`src/sv/nns_pkg.sv`:
```
// nns_pkg: shared types, widths and codes of the nearest node search block
// depends on nothing; every other file of the block but nns_ram imports it
`timescale 1ns / 1ps

package nns_pkg;

   // table size and the widths that follow from it
   localparam int MAX_NODES = 64;
   localparam int ADDR_W    = $clog2(MAX_NODES);
   localparam int LIMIT_W   = $clog2(MAX_NODES + 1);

   // fixed field widths
   localparam int OP_W    = 1;
   localparam int IDX_W   = 6;
   localparam int COORD_W = 16;
   localparam int COUNT_W = 7;
   localparam int DIST_W  = 17;

   // arithmetic widths
   localparam int MAG_W  = COORD_W;          // |dx| of two 16-bit points fits 16 bits
   localparam int PROD_W = 2 * MAG_W;        // one square
   localparam int SQ_W   = PROD_W + 1;       // dx^2 + dy^2
   localparam int ROOT_W = DIST_W;           // floor sqrt of a SQ_W value
   localparam int RAD_W  = 2 * ROOT_W;       // radicand padded to an even width
   localparam int REM_W  = ROOT_W + 2;       // partial remainder
   localparam int STEP_W = $clog2(ROOT_W + 1);
   localparam int NODE_W = 2 * COORD_W;      // one table word: {y, x}

   // operation codes
   localparam logic [OP_W-1:0] OP_WRITE = 1'b0;
   localparam logic [OP_W-1:0] OP_QUERY = 1'b1;

   typedef enum logic [1:0] {
      ST_IDLE,
      ST_SCAN,
      ST_ROOT,
      ST_SEND
   } nns_state_type;

   // status returned by the square root unit
   typedef struct packed {
      logic              done;
      logic [ROOT_W-1:0] root;
   } nns_root_type;

endpackage

```
`src/sv/nns_if.sv`:
```
// nns_req_if, nns_rsp_if: valid/ready channels of the nearest node search block
// depends on nns_pkg
`timescale 1ns / 1ps

interface nns_req_if import nns_pkg::*; ();
   logic                      valid;
   logic                      ready;
   logic [OP_W-1:0]           op;
   logic [IDX_W-1:0]          node_index;
   logic signed [COORD_W-1:0] x_mm;
   logic signed [COORD_W-1:0] y_mm;

   modport source (output valid, op, node_index, x_mm, y_mm, input ready);
   modport sink   (input valid, op, node_index, x_mm, y_mm, output ready);
endinterface

interface nns_rsp_if import nns_pkg::*; ();
   logic              valid;
   logic              ready;
   logic [IDX_W-1:0]  nearest_index;
   logic [DIST_W-1:0] distance_mm;

   modport source (output valid, nearest_index, distance_mm, input ready);
   modport sink   (input valid, nearest_index, distance_mm, output ready);
endinterface

```
`src/sv/nearest_node_search.sv`:
```
// nearest_node_search: top level of the 2-d nearest node search block
// depends on nns_pkg, nns_if, nns_ram, nns_isqrt
`timescale 1ns / 1ps

// Keeps a table of MAX_NODES node points (signed mm) in one ram word {y, x} per
// node and answers nearest node queries by a linear scan. A write word stores
// one node and gives no response; an index beyond the table is dropped. A
// query word scans entries 0 .. N-1 with N = max(min(node_count, MAX_NODES),
// 1), one ram read per cycle through a three stage distance pipe (|dx|,|dy|
// -> squares -> sum and compare, lowest index kept on ties), then takes the
// floor square root of the best squared distance in a bit-serial unit, one bit
// per cycle. One word is worked on at a time: req_chan.ready is high only while
// the block is idle, and stays low while a response waits. node_count is
// written through csr_wr_en / csr_wr_data; the user must write it only while
// idle, which the block does not enforce. A query must only cover entries that
// were written before.

module nearest_node_search import nns_pkg::*; (
   input  logic               clock,
   input  logic               reset,
   input  logic               csr_wr_en,
   input  logic [COUNT_W-1:0] csr_wr_data,
   nns_req_if.sink            req_chan,
   nns_rsp_if.source          rsp_chan
);

   // control
   nns_state_type      state_ff, state_in;
   logic [COUNT_W-1:0] node_count_ff;
   logic               req_fire, wr_fire, query_fire;
   logic               wr_in_range;
   logic               root_start_ff;
   nns_root_type       root_status;

   // query setup
   logic [LIMIT_W-1:0] limit;
   logic [ADDR_W-1:0]  last_addr_ff, last_addr_in;
   logic signed [COORD_W-1:0] qx_ff, qy_ff;

   // read issue
   logic              issue_on_ff;
   logic [ADDR_W-1:0] issue_addr_ff;
   logic [NODE_W-1:0] ram_rd_data;

   // distance pipe
   logic              rd_vld_ff, rd_last_ff;
   logic [ADDR_W-1:0] rd_idx_ff;
   logic              ab_vld_ff, ab_last_ff;
   logic [ADDR_W-1:0] ab_idx_ff;
   logic [MAG_W-1:0]  abx_ff, aby_ff;
   logic              sq_vld_ff, sq_last_ff;
   logic [ADDR_W-1:0] sq_idx_ff;
   logic [PROD_W-1:0] sqx_ff, sqy_ff;
   logic signed [COORD_W:0] dx, dy;
   logic [MAG_W-1:0]  adx, ady;
   logic [SQ_W-1:0]   dist_sq;

   // running best
   logic [SQ_W-1:0]   best_d_ff;
   logic [ADDR_W-1:0] best_idx_ff;

   // response register
   logic [IDX_W-1:0]  rsp_index_ff;
   logic [DIST_W-1:0] rsp_dist_ff;

   assign req_fire    = req_chan.valid && req_chan.ready;
   assign wr_fire     = req_fire && (req_chan.op == OP_WRITE);
   assign query_fire  = req_fire && (req_chan.op == OP_QUERY);
   assign wr_in_range = 32'(req_chan.node_index) < 32'(MAX_NODES);

   // search limit and last address scanned, at least entry 0
   always_comb begin
      if (32'(node_count_ff) > 32'(MAX_NODES)) begin
         limit = LIMIT_W'(MAX_NODES);
      end else begin
         limit = LIMIT_W'(node_count_ff);
      end
      if (limit <= LIMIT_W'(1)) begin
         last_addr_in = '0;
      end else begin
         last_addr_in = ADDR_W'(limit - LIMIT_W'(1));
      end
   end

   // node table
   nns_ram #(
      .WIDTH (NODE_W),
      .DEPTH (MAX_NODES)
   ) u_node_ram (
      .clock   (clock),
      .wr_en   (wr_fire && wr_in_range),
      .wr_addr (ADDR_W'(req_chan.node_index)),
      .wr_data ({req_chan.y_mm, req_chan.x_mm}),
      .rd_addr (issue_addr_ff),
      .rd_data (ram_rd_data)
   );

   // state machine
   always_comb begin
      state_in = state_ff;
      unique case (state_ff)
         ST_IDLE: begin
            if (query_fire) begin
               state_in = ST_SCAN;
            end
         end
         ST_SCAN: begin
            if (sq_vld_ff && sq_last_ff) begin
               state_in = ST_ROOT;
            end
         end
         ST_ROOT: begin
            if (root_status.done) begin
               state_in = ST_SEND;
            end
         end
         ST_SEND: begin
            if (rsp_chan.ready) begin
               state_in = ST_IDLE;
            end
         end
         default: state_in = ST_IDLE;
      endcase
   end

   always_ff @(posedge clock) begin
      if (reset) begin
         state_ff      <= ST_IDLE;
         node_count_ff <= '0;
      end else begin
         state_ff <= state_in;
         if (csr_wr_en) begin
            node_count_ff <= csr_wr_data;
         end
      end
   end

   // read issue: one table entry per cycle
   always_ff @(posedge clock) begin
      if (reset) begin
         issue_on_ff <= 1'b0;
      end else if (query_fire) begin
         issue_on_ff <= 1'b1;
      end else if (issue_on_ff && (issue_addr_ff == last_addr_ff)) begin
         issue_on_ff <= 1'b0;
      end
      if (query_fire) begin
         issue_addr_ff <= '0;
         last_addr_ff  <= last_addr_in;
         qx_ff         <= req_chan.x_mm;
         qy_ff         <= req_chan.y_mm;
      end else if (issue_on_ff) begin
         issue_addr_ff <= issue_addr_ff + 1'b1;
      end
   end

   // coordinate differences and magnitudes
   always_comb begin
      dx  = {ram_rd_data[COORD_W-1], ram_rd_data[COORD_W-1:0]} - {qx_ff[COORD_W-1], qx_ff};
      dy  = {ram_rd_data[NODE_W-1], ram_rd_data[NODE_W-1:COORD_W]} - {qy_ff[COORD_W-1], qy_ff};
      adx = dx[COORD_W] ? MAG_W'(-dx) : dx[MAG_W-1:0];
      ady = dy[COORD_W] ? MAG_W'(-dy) : dy[MAG_W-1:0];
      dist_sq = SQ_W'(sqx_ff) + SQ_W'(sqy_ff);
   end

   // distance pipe valid and tags
   always_ff @(posedge clock) begin
      if (reset) begin
         rd_vld_ff <= 1'b0;
         ab_vld_ff <= 1'b0;
         sq_vld_ff <= 1'b0;
      end else begin
         rd_vld_ff <= issue_on_ff;
         ab_vld_ff <= rd_vld_ff;
         sq_vld_ff <= ab_vld_ff;
      end
      rd_idx_ff  <= issue_addr_ff;
      rd_last_ff <= issue_addr_ff == last_addr_ff;
      ab_idx_ff  <= rd_idx_ff;
      ab_last_ff <= rd_last_ff;
      abx_ff     <= adx;
      aby_ff     <= ady;
      sq_idx_ff  <= ab_idx_ff;
      sq_last_ff <= ab_last_ff;
      sqx_ff     <= abx_ff * abx_ff;
      sqy_ff     <= aby_ff * aby_ff;
   end

   // running minimum; all ones start lets entry 0 always win
   always_ff @(posedge clock) begin
      if (query_fire) begin
         best_d_ff   <= '1;
         best_idx_ff <= '0;
      end else if (sq_vld_ff && (dist_sq < best_d_ff)) begin
         best_d_ff   <= dist_sq;
         best_idx_ff <= sq_idx_ff;
      end
   end

   always_ff @(posedge clock) begin
      if (reset) begin
         root_start_ff <= 1'b0;
      end else begin
         root_start_ff <= sq_vld_ff && sq_last_ff;
      end
   end

   nns_isqrt u_isqrt (
      .clock  (clock),
      .reset  (reset),
      .start  (root_start_ff),
      .value  (best_d_ff),
      .status (root_status)
   );

   // response register
   always_ff @(posedge clock) begin
      if (root_status.done) begin
         rsp_index_ff <= IDX_W'(best_idx_ff);
         rsp_dist_ff  <= root_status.root;
      end
   end

   assign req_chan.ready         = (state_ff == ST_IDLE);
   assign rsp_chan.valid         = (state_ff == ST_SEND);
   assign rsp_chan.nearest_index = rsp_index_ff;
   assign rsp_chan.distance_mm   = rsp_dist_ff;

endmodule

```
`src/sv/nns_ram.sv`:
```
// nns_ram: generic simple dual port ram, one write and one registered read port
// depends on nothing
`timescale 1ns / 1ps

module nns_ram #(
   parameter int WIDTH = 32,
   parameter int DEPTH = 64
) (
   input  logic                     clock,
   input  logic                     wr_en,
   input  logic [$clog2(DEPTH)-1:0] wr_addr,
   input  logic [WIDTH-1:0]         wr_data,
   input  logic [$clog2(DEPTH)-1:0] rd_addr,
   output logic [WIDTH-1:0]         rd_data
);

   logic [WIDTH-1:0] mem [DEPTH];
   logic [WIDTH-1:0] rd_data_ff;

   always_ff @(posedge clock) begin
      if (wr_en) begin
         mem[wr_addr] <= wr_data;
      end
      rd_data_ff <= mem[rd_addr];
   end

   assign rd_data = rd_data_ff;

endmodule

```
`src/sv/nns_isqrt.sv`:
```
// nns_isqrt: integer square root, one result bit per cycle
// depends on nns_pkg
`timescale 1ns / 1ps

module nns_isqrt import nns_pkg::*; (
   input  logic            clock,
   input  logic            reset,
   input  logic            start,
   input  logic [SQ_W-1:0] value,
   output nns_root_type    status
);

   logic              busy_ff, busy_in;
   logic              done_ff, done_in;
   logic [STEP_W-1:0] step_ff, step_in;
   logic [RAD_W-1:0]  rad_ff, rad_in;
   logic [REM_W-1:0]  rem_ff, rem_in;
   logic [ROOT_W-1:0] root_ff, root_in;

   logic [REM_W-1:0]  rem_sh;
   logic [REM_W-1:0]  trial;

   always_comb begin
      busy_in = busy_ff;
      done_in = 1'b0;
      step_in = step_ff;
      rad_in  = rad_ff;
      rem_in  = rem_ff;
      root_in = root_ff;
      // bring down the next two radicand bits
      rem_sh  = {rem_ff[REM_W-3:0], rad_ff[RAD_W-1 -: 2]};
      trial   = {root_ff, 2'b01};
      if (start) begin
         busy_in = 1'b1;
         step_in = '0;
         rad_in  = RAD_W'(value);
         rem_in  = '0;
         root_in = '0;
      end else if (busy_ff) begin
         rad_in = {rad_ff[RAD_W-3:0], 2'b00};
         if (rem_sh >= trial) begin
            rem_in  = rem_sh - trial;
            root_in = {root_ff[ROOT_W-2:0], 1'b1};
         end else begin
            rem_in  = rem_sh;
            root_in = {root_ff[ROOT_W-2:0], 1'b0};
         end
         if (step_ff == STEP_W'(ROOT_W - 1)) begin
            busy_in = 1'b0;
            done_in = 1'b1;
         end else begin
            step_in = step_ff + 1'b1;
         end
      end
   end

   always_ff @(posedge clock) begin
      if (reset) begin
         busy_ff <= 1'b0;
         done_ff <= 1'b0;
      end else begin
         busy_ff <= busy_in;
         done_ff <= done_in;
      end
      step_ff <= step_in;
      rad_ff  <= rad_in;
      rem_ff  <= rem_in;
      root_ff <= root_in;
   end

   assign status.done = done_ff;
   assign status.root = root_ff;

endmodule

```
`src/flat_wrapper.sv`:
```
// flat-port wrapper written by rule: the top's interface ports become plain ports
module nearest_node_search_flat import nns_pkg::*;
  (clock, reset, csr_wr_en, csr_wr_data, req_chan_valid, req_chan_op, req_chan_node_index, req_chan_x_mm, req_chan_y_mm, req_chan_ready, rsp_chan_valid, rsp_chan_nearest_index, rsp_chan_distance_mm, rsp_chan_ready);
  nns_req_if req_chan_i ();
  nns_rsp_if rsp_chan_i ();
  input  logic clock;
  input  logic reset;
  input  logic csr_wr_en;
  input  logic [COUNT_W-1:0] csr_wr_data;
  input wire logic [$bits(req_chan_i.valid)-1:0] req_chan_valid;
  input wire logic [$bits(req_chan_i.op)-1:0] req_chan_op;
  input wire logic [$bits(req_chan_i.node_index)-1:0] req_chan_node_index;
  input wire logic [$bits(req_chan_i.x_mm)-1:0] req_chan_x_mm;
  input wire logic [$bits(req_chan_i.y_mm)-1:0] req_chan_y_mm;
  output wire logic [$bits(req_chan_i.ready)-1:0] req_chan_ready;
  output wire logic [$bits(rsp_chan_i.valid)-1:0] rsp_chan_valid;
  output wire logic [$bits(rsp_chan_i.nearest_index)-1:0] rsp_chan_nearest_index;
  output wire logic [$bits(rsp_chan_i.distance_mm)-1:0] rsp_chan_distance_mm;
  input wire logic [$bits(rsp_chan_i.ready)-1:0] rsp_chan_ready;
  assign req_chan_i.valid = req_chan_valid;
  assign req_chan_i.op = req_chan_op;
  assign req_chan_i.node_index = req_chan_node_index;
  assign req_chan_i.x_mm = req_chan_x_mm;
  assign req_chan_i.y_mm = req_chan_y_mm;
  assign req_chan_ready = req_chan_i.ready;
  assign rsp_chan_valid = rsp_chan_i.valid;
  assign rsp_chan_nearest_index = rsp_chan_i.nearest_index;
  assign rsp_chan_distance_mm = rsp_chan_i.distance_mm;
  assign rsp_chan_i.ready = rsp_chan_ready;
  nearest_node_search u_core (.clock(clock), .reset(reset), .csr_wr_en(csr_wr_en), .csr_wr_data(csr_wr_data), .req_chan(req_chan_i), .rsp_chan(rsp_chan_i));
endmodule
```
`config.mk`:
```
export PLATFORM = sky130hd
export DESIGN_NAME = nearest_node_search_flat
export DESIGN_NICKNAME = d
export VERILOG_FILES = /design/src/sv/nns_pkg.sv /design/src/sv/nns_if.sv /design/src/sv/nearest_node_search.sv /design/src/sv/nns_ram.sv /design/src/sv/nns_isqrt.sv /design/src/flat_wrapper.sv
export SDC_FILE = /design/constraint.sdc
export NUM_CORES = 2
export LEC_CHECK = 0
export ABC_AREA = 1
export ABC_CLOCK_PERIOD_IN_PS = 5200
export BUFFER_PORTS_ARGS = -buffer_cell sky130_fd_sc_hd__buf_2
export CAP_MARGIN = 20
export CORE_ASPECT_RATIO = 1.2
export CORE_MARGIN = 1
export CORE_UTILIZATION = 45
export CTS_BUF_LIST = sky130_fd_sc_hd__clkbuf_16
export DETAILED_ROUTE_END_ITERATION = 10
export GPL_ROUTABILITY_DRIVEN = 0
export PLACE_DENSITY_LB_ADDON = 0.05
export SYNTH_ARGS = -nofsm -noshare
export SYNTH_HDL_FRONTEND = slang
export SYNTH_SLANG_ARGS = --single-unit
```
`constraint.sdc`:
```
create_clock -name clock -period 5.2 [get_ports clock]
set_clock_uncertainty 0.05 [all_clocks]
set_input_delay 0.52 -clock clock [delete_from_list [all_inputs] [get_ports clock]]
set_output_delay 0.52 -clock clock [all_outputs]
set_load 0.05 [all_outputs]
```
; Word-level counts from Yosys, hierarchy flattened
; Memories as Yosys holds them, arrays and structs flattened. A register that Yosys moved wholly into a read port is not among the register bits.
; Cells that the tools add are included.
[op_classes]
addsub = 9
n_lt_le_gt_ge = 4
n_reduce_logical = 12
n_mul = 2
n_shift = 0
muxes = 20
div_mod_pow = 0
n_eq_ne = 9
bitwise = 3
[op_table]
columns = operator, n
row1 = $mux 33, 2
row2 = $mul 16x16->32, 2
row3 = $sub 16x16->17, 2
row4 = $add 32x32->33, 1
row5 = $lt 33x33->1, 1
row6 = $mux 16, 2
row7 = $neg 16->16, 2
row8 = $ge 19x19->1, 1
row9 = $mux 17, 1
row10 = $sub 17x17->17, 1
row11 = $mux 1, 9
row12 = $mux 2, 4
row13 = $pmux 2 s4, 1
row14 = $gt 7x7->1 const B, 1
row15 = $le 7x1->1 const B, 1
row16 = $mux 7, 1
row17 = $add 6x1->6 const B, 1
row18 = $eq 6x6->1, 1
row19 = $logic_and 1x1->1, 6
row20 = $sub 6x1->6 const B, 1
row21 = $add 5x1->5 const B, 1
row22 = $eq 5x5->1 const B, 1
row23 = $eq 2x2->1 const B, 2
row24 = $ne 2x1->1 const B, 2
row25 = other kinds (8), 12
[word_totals]
mem_count = 1
out_inout_bits = 25
input_bits = 51
ramBits = 2048
ff_bits = 312
mem_bits_ro = 0
latch_bits = 0
[mem_list]
columns = memory, words, word_bits, read_ports, rd_ports_with_merged_regs, wr, line
row1 = u_core.u_node_ram.mem, 64, 32, 1, 1, 1, nns_ram.sv:17  ; logic [WIDTH-1:0] mem [DEPTH];

; Depth between registers and ports, before layout
[logic_depth]
depth_word = 5
mapped_depth = 26
ltp_nobuf = 24

; Hierarchy
; A second synthesis with hierarchy kept.
[hier_totals]
cells_unflattened = 10737
area_unflattened_um2 = 113697.8
[by_module_without_submodules]
columns = module, n_inst, area_each_um2, cells_each, seq_area_each_um2
row1 = nns_ram, 1, 82738.1, 6769, 62139.6
row2 = nearest_node_search, 1, 26709.4, 3387, 5315.1
row3 = nns_isqrt, 1, 4250.3, 581, 1831.8

; Worst setup path before layout
; OpenSTA, ideal clock, no wires.
[synth_path]
path_type = register -> register
startpoint = reg u_core.state_ff[0]
endpoint = reg u_core.issue_addr_ff[3]
synth_period_minus_slack_ns = 5.388
setup_time_ns = 0.113
n_path_buf = 1
arrival_time_ns = 5.225
path_slack_ns = -0.188
stages_incl_launch_ff = 9
path_cell_list = dfxtp_1 -> inv_1 -> ha_1 -> inv_1 -> nor3_1 -> clkinv_1 -> buf_2 -> nand2_1 -> nor2_1
[synth_between]
elab_chain_cells = 3
[synth_lines]
columns = item, line
row1 = "start, declared", nearest_node_search.sv:28  ; nns_state_type state_ff, state_in;
row2 = "start signal, assigned", nearest_node_search.sv:131  ; state_ff <= state_in;
row3 = $logic_not 2->1, nearest_node_search.sv:224  ; assign req_chan.ready = (state_ff == ST_IDLE);
row4 = net req_chan_ready, flat_wrapper.sv:15  ; output wire logic [$bits(req_chan_i.ready)-1:0] req_chan_ready;
row5 = $logic_and 1x1->1, nearest_node_search.sv:66  ; assign req_fire = req_chan.valid && req_chan.ready;
row6 = $logic_and 1x1->1, nearest_node_search.sv:68  ; assign query_fire = req_fire && (req_chan.op == OP_QUERY);
row7 = net u_core.query_fire, nearest_node_search.sv:30  ; logic req_fire, wr_fire, query_fire;
row8 = "end signal, assigned", nearest_node_search.sv:153  ; issue_addr_ff <= issue_addr_ff + 1'b1;
row9 = "end, declared", nearest_node_search.sv:42  ; logic [ADDR_W-1:0] issue_addr_ff;
; The timed path passes the listed nets, and every way through them passes these cells.
; A chain may end at the register's enable or synchronous reset.

; Worst setup path in the final report
[layout_path]
startpoint = reg u_core.abx_ff[8]
endpoint = reg u_core.sqx_ff[25]
[layout_between]
elab_chain_cells = 1
[layout_lines]
columns = item, line
row1 = "start, declared", nearest_node_search.sv:50  ; logic [MAG_W-1:0] abx_ff, aby_ff;
row2 = "start signal, assigned", nearest_node_search.sv:181  ; abx_ff <= adx;
row3 = $mul 16x16->32, nearest_node_search.sv:185  ; sqx_ff <= abx_ff * abx_ff;
row4 = "end signal, assigned", nearest_node_search.sv:185
row5 = "end, declared", nearest_node_search.sv:53  ; logic [PROD_W-1:0] sqx_ff, sqy_ff;
; No other way between the ends.

==> summary.txt <==
Yosys
  • Synth Area in Adders: 9.51%
  • Sequential share of the synthesized area: 61.9%
  • Synth Warn #: 0
  • Flip-flop and latch count after synthesis: 2390
  • Syn Inst Count: 10.1k
  • Post-synth top area cell: edfxtp_1
  • Post-synth ARST share: 0%
  • Xor-xnor portion of the synthesized cell area: 0.979%
  • Number of synthesized flops with an enable pin: 2142
  • Post-synthesis cell type count: 47
  • Complex-gate fraction of the synthesized area: 9.79%
  • Top post-synthesis cells by area: edfxtp_1 57%, fa_1 5.9%, o21ai_0 5.3%
  • Syn_area_per_cell: 11.0 um^2
  • Synth Flop Type: edfxtp_1
  • Synth top area share: 57.5%
  • Largest family of logic cells by synthesized area: simple AND/OR/NAND/NOR gates
  • Syn Std Cell Area: 112000 um^2
  • Syn Nets: 10.8k
  • Simple-Gate Fraction of Synth Area: 12.6%
  • Mux cell area share after synthesis: 0%

Detailed routing
  • Iteration count of the initial detailed-routing pass: 5
  • Vias per cell: 5.57
  • Final wirelength: 344000 um
  • DRT antenna net count: 0
  • Routed length per instance: 24.7 um
  • Via count: 77.6k
  • Post-route DRC: 0
  • Initial DRC Count: 6793

Setup path
  • Slowest CP cell: fa_2
  • Crit-path max cell delay: 590 ps
  • Crit path cell chain: buf_12, buf_4, nand2_1, fa_1, inv_1, fa_1, inv_1, fa_1, inv_1, fa_1, fa_2, ha_2, ha_4, nand2_4, nor4_2, buf_4, nand2_1, o211ai_1, xor2_1
  • CP Capture Type: register
  • CP Max Fanout: 11
  • WP data required: 5970 ps
  • Most common cell on crit path: fa_1
  • Worst setup SP type: register
  • Kind of critical path: register to register
  • Worst Path Arrival: 5970 ps

Placement
  • HPWL Detailed: 207000 um
  • I/O Buffers: 75

Clocking
  • CTS Sinks: 2390
  • Worst-Skew Late Latency: 950 ps
  • Root buffer cell: clkbuf_16
  • Htree depth: 4
  • Clock-pin slew of the registers on the worst-case setup and hold paths: 60 ps
  • TritonCTS Buffers: 246
  • CTS tree: yes
  • Clk buf depth: 4

Timing
  • Fin. Hold Viols: 0
  • Relative slew slack: 23.6%
  • Setup Viol. Count Final: 0
  • Period minus WS final: 5190 ps
  • RSZ-0062 raised after global routing: yes
  • Final critical-path share of the clock period: 99.9%
  • Max Slew Vio Count: 0
  • Worst-Margin Slew: 1130 ps
  • Max Fclk: 193 MHz
  • Setup TNS: 0 ps

Flow run
  • Number of max-cap violations: 0

GRT
  • Total track usage: 27.0%
  • Vias in the first global route: 77.1k
  • Initial antenna violation count: 21
  • First-pass GRT wire length: 503000 um
  • Pin count of the biggest net entering global routing: 191
  • Grt total ovfl: 0

Final layout
  • Area of the multi-input gates: 38900 um^2
  • Area growth, synth to finish: 15.2%
  • Share of cells above drive strength 1: 12.8%
  • Layout Utilization: 52.1%
  • Final net count: 11.2k
  • Register area: 69400 um^2
  • FILL cells: 21.7k

Floorplanning
  • Core Region: 247000 um^2
  • Initial core utilization: 45.3%
  • Num rows: 200
  • Io pins: 76
  • Die height: 548 um
  • Die X: 457 um
  • Die ar.: 251000 um^2

Worst hold path
  • Hold Path Class: input pin to register

Run status
  • Outcome: completed
kinds of logic after synthesis:
logic type | Yosys count
buffers and inverters | 1450
DFF | 2390
and+or+nand+nor | 3505
adders and majority gates | 654
AOI/OAI and AO/OA | 2011
xor gates and xnor gates | 125
cells in the mapped netlist (2+ instances only):
| library cell | count |
|---|---|
| a211oi_1 | 2 |
| buf_1 | 19 |
| o221ai_1 | 3 |
| fa_1 | 328 |
| dfxtp_1 | 248 |
| nand4_1 | 28 |
| o21bai_1 | 14 |
| or2_2 | 8 |
| buf_4 | 37 |
| o21ai_1 | 23 |
| o21a_1 | 6 |
| and2_1 | 26 |
| a21boi_0 | 2 |
| a31oi_1 | 8 |
| nand3b_1 | 6 |
| nor2_1 | 1338 |
| nor4_1 | 6 |
| xor2_1 | 89 |
| clkinv_1 | 4 |
| nand3_1 | 524 |
| nor3_1 | 48 |
| a21o_1 | 17 |
| edfxtp_1 | 2142 |
| nand2_1 | 1515 |
| a21oi_1 | 187 |
| o31a_1 | 2 |
| o21ai_0 | 1184 |
| o22ai_1 | 527 |
| clkbuf_1 | 349 |
| buf_2 | 122 |
| o211ai_1 | 34 |
| inv_1 | 906 |
| xnor2_1 | 36 |
| buf_6 | 9 |
| ha_1 | 326 |
cell usage in the layout (no fill, tap or decap), types with 26 or more instances in the layout:
cell type  count
o21ai_1       40
inv_1        922
a21oi_1      146
buf_2         75
clkinv_1      52
nor3_1        35
o211ai_1      34
inv_2         46
edfxtp_1    2142
nand2_2       50
buf_4        438
a21oi_2       33
fa_1         308
clkinv_2      46
o21ai_0     1154
ha_4          39
nand4_1       28
nor2_4        79
clkbuf_16    250
xor2_1        84
buf_6         46
o22ai_1      527
and2_1        26
nor2_1      1241
ha_1         286
dfxtp_1      213
nand3_1      515
buf_12        46
nand2_1     1445
xnor2_1       36
critical path, delay by kind of cell (launching register included):
kind / cells / cell delay, ps
AND/OR/NAND/NOR: 4 / 440
adder cells (fa/ha/maj): 7 / 3250
flip-flops: 1 / 340
AO/OA/AOI/OAI: 1 / 220
XOR/XNOR: 1 / 170
buffers and inverters: 6 / 640
state kept, by name (all words and copies together), names as in the netlist, 7 cells and up:
| signal | cells |
|---|---|
| u_core.qx_ff | 16 |
| u_core.u_isqrt.rem_ff | 17 |
| u_core.abx_ff | 16 |
| u_core.sqy_ff | 31 |
| u_core.u_node_ram.mem | 2048 |
| u_core.u_isqrt.root_ff | 17 |
| u_core.rsp_chan.distance_mm | 17 |
| u_core.qy_ff | 16 |
| u_core.node_count_ff | 7 |
| u_core.best_d_ff | 33 |
| u_core.aby_ff | 16 |
| u_core.sqx_ff | 31 |
| u_core.u_isqrt.rad_ff | 34 |
| u_core.u_node_ram.rd_data | 32 |
worst paths after layout:
kind	startpoint	to	slack, ps	depth (start not counted)
hold / removal	req_chan_op	u_core.last_addr_ff[5]	90	3
setup reg to reg	u_core.abx_ff[8]	u_core.sqx_ff[25]	7	19
setup / recovery	u_core.abx_ff[8]	u_core.sqx_ff[25]	7	19
hold reg to reg	u_core.rd_idx_ff[1]	u_core.ab_idx_ff[1]	280	0
layer usage:
metal | GRT usage, % | routed length [um]
met5 | 0 | 34
met3 | 2.66 | 16700
met1 | 33.6 | 137000
met2 | 48.0 | 175000
met4 | 11.2 | 15100
area by class of cell:
| class | count | area share [%] |
|---|---|---|
| well taps | 3232 | 3.14 |
| repair buffers | 631 | 4.18 |
| inverters | 913 | 2.70 |
| clock inverters | 200 | 1.11 |
| flip-flops and latches | 2390 | 53.8 |
| diodes | 15 | 0.0291 |
| multi-input cells | 6295 | 30.2 |
| clock buffers | 250 | 4.85 |
per-stage QoR:
stage,setup slack (ps),instances,hold slack (ps),cell area (um^2)
detailed placement,-433,13400,262,119000
global route,-174,13900,78.8,129000
global placement,-493,13400,261,119000
floorplan,1.83,10100,260,112000
finish,6.70,13900,85.4,129000
CTS,-31.8,13900,36.6,127000
timing repair:
item	CTS	global route
setup endpoints to repair	42	43
setup buffers	12	27
endpoints found under the hold margin	31	0
gates resized for setup	184	324
pin swaps	53	114
hold buffers	21	0
Power is not shown: default switching activity piles up to over one toggle a cycle in this logic, so the estimate is an artifact.
